[src/rtl/umcol_cell.sv]
// One storage cell of the rotating entry ring.
module umcol_cell #(
    parameter int HW = 16,
    parameter int CW = 32
) (
    input  logic          i_clk,
    input  logic          i_shift,
    input  logic [HW-1:0] i_handle,
    input  logic [CW-1:0] i_cost,
    output logic [HW-1:0] o_handle,
    output logic [CW-1:0] o_cost
);
    logic [HW-1:0] r_handle;
    logic [CW-1:0] r_cost;

    always_ff @(posedge i_clk) begin
        if (i_shift) begin
            r_handle <= i_handle;
            r_cost   <= i_cost;
        end
    end

    assign o_handle = r_handle;
    assign o_cost   = r_cost;
endmodule
[config.mk]
export PLATFORM = sky130hd
export DESIGN_NAME = umcol_cell
export DESIGN_NICKNAME = d
export VERILOG_FILES = /design/src/rtl/umcol_cell.sv
export SDC_FILE = /design/constraint.sdc
export NUM_CORES = 1
export LEC_CHECK = 0
export ABC_CLOCK_PERIOD_IN_PS = 800
export BUFFER_PORTS_ARGS = -buffer_cell sky130_fd_sc_hd__buf_2
export CAP_MARGIN = 20
export CELL_PAD_IN_SITES_DETAIL_PLACEMENT = 0
export CELL_PAD_IN_SITES_GLOBAL_PLACEMENT = 2
export CORE_AREA = 8 8 87 89
export DETAILED_ROUTE_END_ITERATION = 10
export DIE_AREA = 0 0 95 97
export PLACE_DENSITY_LB_ADDON = 0.3
export SKIP_CTS_REPAIR_TIMING = 1
export SLEW_MARGIN = 15
export SYNTH_ARGS = -nofsm -noshare
export SYNTH_HDL_FRONTEND = slang
export SYNTH_SLANG_ARGS = --single-unit
[constraint.sdc]
create_clock -name i_clk -period 0.8 [get_ports i_clk]
set_clock_uncertainty 0.1 [all_clocks]
set_input_delay 0.08 -clock i_clk [delete_from_list [all_inputs] [get_ports i_clk]]
set_output_delay 0.08 -clock i_clk [all_outputs]
set_load 0.05 [all_outputs]
After elaboration in Yosys (flattened, before gate mapping)
Index checks and enable logic that the tools add are counted.
Widths: inputs -> output; s select.
- output and inout port bits: 48
- logic and storage cells: 2
- bits of input ports: 50
- bits in registers: 48

Logic depth before layout (Yosys ltp)
- word-level depth: 0
- mapped depth: 0
- gate-level depth less buffers: 0

Worst setup path before layout
Ideal clock, no wire load.
- path kind: reg-to-output
- start: register r_cost[0] (netlist: o_cost[0])
- end: output port o_cost[0]
- path slack: 19 ps
- buffers on the path: 0
- stages on the path, launching flop included: 1
- data arrival time: 601 ps
- required time: 620 ps
- path through: edfxtp_1
- RTL lines (item ; line ; source):
    from (decl) ; 14 ; logic [CW-1:0] r_cost;
    from (signal assigned) ; 19 ; r_cost <= i_cost;
    to (decl) ; 11 ; output logic [CW-1:0] o_cost
No word-level cell between the ends.

Worst setup path in the final report
- start: register r_cost[1] (netlist: o_cost[1])
- end: output port o_cost[1]
No word-level cell between the ends.

==> flow_summary_export.csv <==
group,metric,value,unit
setup_path,cp_slowest_cell,"edfxtp_1",
grt,grt_usage,0.07586,
sta,fmax,944.9,MHz
power_and_ir_drop,power_density,2125,nW/um2
route,drt-initial-drc-count,17,
synth,synthCells,48,
power_and_ir_drop,p_switching,1.735,mW
sta,period_share,1.323,
grt,grt_pass1_wl,5264,um
status,violations,"negative setup slack",
synth,synth_top_cell_by_area,"edfxtp_1",
finish,design_area,2943,um2
placed_design,dp_worst_setup_slack,-0.05531,ns
synth,synth_top_area_share,1.000,
finish,area_delta_synth_final,104.2,%
synth,yosysWarnings,0,
grt,antenna_found_initial,0,
clocking,htreeDepth,2,
synth,syn-num-nets,98,
synth,synth_seq_cells,48,
sta,layout_setup_ws,-0.2583,ns
sta,report.final.slew_viol_count,0,
power_and_ir_drop,ir_worst_vdd,0.9592,mV
sta,grt_setup_unrepaired,"true",
route,num_vias,1059,
setup_path,cp_top_family,"flip-flops",
route,drc,0,
placed_design,gp_congestion,0.6919,
grt,grt_overflow,0,
die,design.die.area,9215,um2
setup_path,cp_data_required_time,0.62,ns
power_and_ir_drop,cellLeakagePower,1.223,nW
clocking,cts_tree,"built",
finish,diodes,0,
grt,grt_pass1_vias,1006,
sta,finalSetupViolCount,48,
finish,multiInputGateArea,0,um2
power_and_ir_drop,internal-power,4.518,mW
synth,avgSynthCellArea,30.03,um2
grt,grt_start_max_net_pins,38,
sta,period_needed,1.058,ns
power_and_ir_drop,combPwrFrac,0.236,
setup_path,critPathMaxStageDelay,0.42,ns
clocking,cts_buffers,5,
route,wl,4030,um
route,viasPerCell,3.782,
power_and_ir_drop,p_sw_frac,0.2775,
die,die_y,97,um
die,io_pins,98,
setup_path,cp_num_buf_inv,1,
power_and_ir_drop,p_clk_frac,0.271,
flow_run,max-cap-violations,0,
finish,nMultiInputCombCells,0,
setup_path,critPathKind,"reg2out",
setup_path,crit_chain,"buf_6",
sta,finalHoldViolations,0,
finish,drive_above_1_share,0.5222,
die,core,6205,um2
finish,utilization,0.4743,
die,fp.dieW,95,um
route,drt_pre_antenna_iters,4,
synth,ys_top_cells_by_area,"edfxtp_1 (100%)",
setup_path,critPathMaxFanout,1,
clocking,cts-root-buf,"clkbuf_8",
synth,syn_area,1441,um2
power_and_ir_drop,p_total,6.252,mW
route,antenna_left,0,
sta,worst_pin_slew,0.2022,ns
finish,nNetsFinal,252,
synth,synth_seq_area_share,1.000,
sta,hold_ws,0.1390,ns
status,outcome,"finished with violations",
clocking,clkTransAtPathRegs,0.08,ns
power_and_ir_drop,seqPwrFrac,0.493,
placed_design,placed_area,2051,um2
placed_design,dp_hpwl,2891,um
finish,fill_cells,545,
clocking,clock-sinks,48,
finish,final_cells,280,
sta,max-slew-margin-rel,0.8652,
placed_design,dp.cells,224,
route,wire_per_inst,14.39,um
placed_design,io_buffers,97,
setup_path,worstPathArrival,0.88,ns
setup_path,end_kind,"output port",
clocking,clk_path_buf_depth,2,
sta,setup_tns,-10.94,ns
synth,synth_cell_type_count,1,
die,rows,29,
die,start_util,0.2323,
setup_path,critPathLaunchType,"flip-flop",
min_path,hp-class,"in2reg",
==> area by class of cell <==
cell class | instances | area [um2] | area share
sequential | 48 | 1441 | 0.4898
timing repair buffer | 147 | 1294 | 0.4396
tap | 77 | 96.34 | 0.03274
clock buffer | 5 | 68.82 | 0.02338
clock inverter | 3 | 42.54 | 0.01446
==> cell usage in the layout (no fill, tap or decap) <==
cell and count:
buf_12 1, buf_2 49, buf_4 1, buf_6 48, bufinv_16 1, clkbuf_8 5
clkinv_1 1, clkinv_4 1, dlygate4sd3_1 48, edfxtp_1 48
==> state kept, by name, indices dropped and copies added, names as in the netlist <==
register and count:
o_handle 16, o_cost 32
==> path summary, 6_finish.rpt <==
check | startpoint | to | depth (start not counted)
worst min-delay path | i_shift | o_cost[31] | 2
worst max-delay path | o_cost[1] | o_cost[1] | 1
==> kinds of logic after synthesis <==
group	Yosys count	share of synthesized area
flip-flops	48	1.000
==> metal layers <==
layer,up-vias,global-route usage,wire length (um),part of all wire
met3,4,0.04482,551,0.14
met4,0,0.03245,36,0.0089
met1,493,0.07288,1325,0.33
met5,-,0,0,0
li1,500,-,-,-
met2,62,0.1269,2116,0.53
==> synth_stat cells <==
cell type,n
edfxtp_1,48
==> power by group through the flow <==
| stage | clock network (mW) | registers [mW] | logic [mW] |
|---|---|---|---|
| finish | 1.70 | 3.08 | 1.48 |
| global route | 1.86 | 3.11 | 1.53 |
| detailed placement | 0 | 3.09 | 1.08 |
| CTS | 1.79 | 3.03 | 1.08 |
| floorplan | 0 | 3.80 | 0 |
| global placement | 0 | 3.08 | 1.07 |
Power figures use the tool's default switching activity.
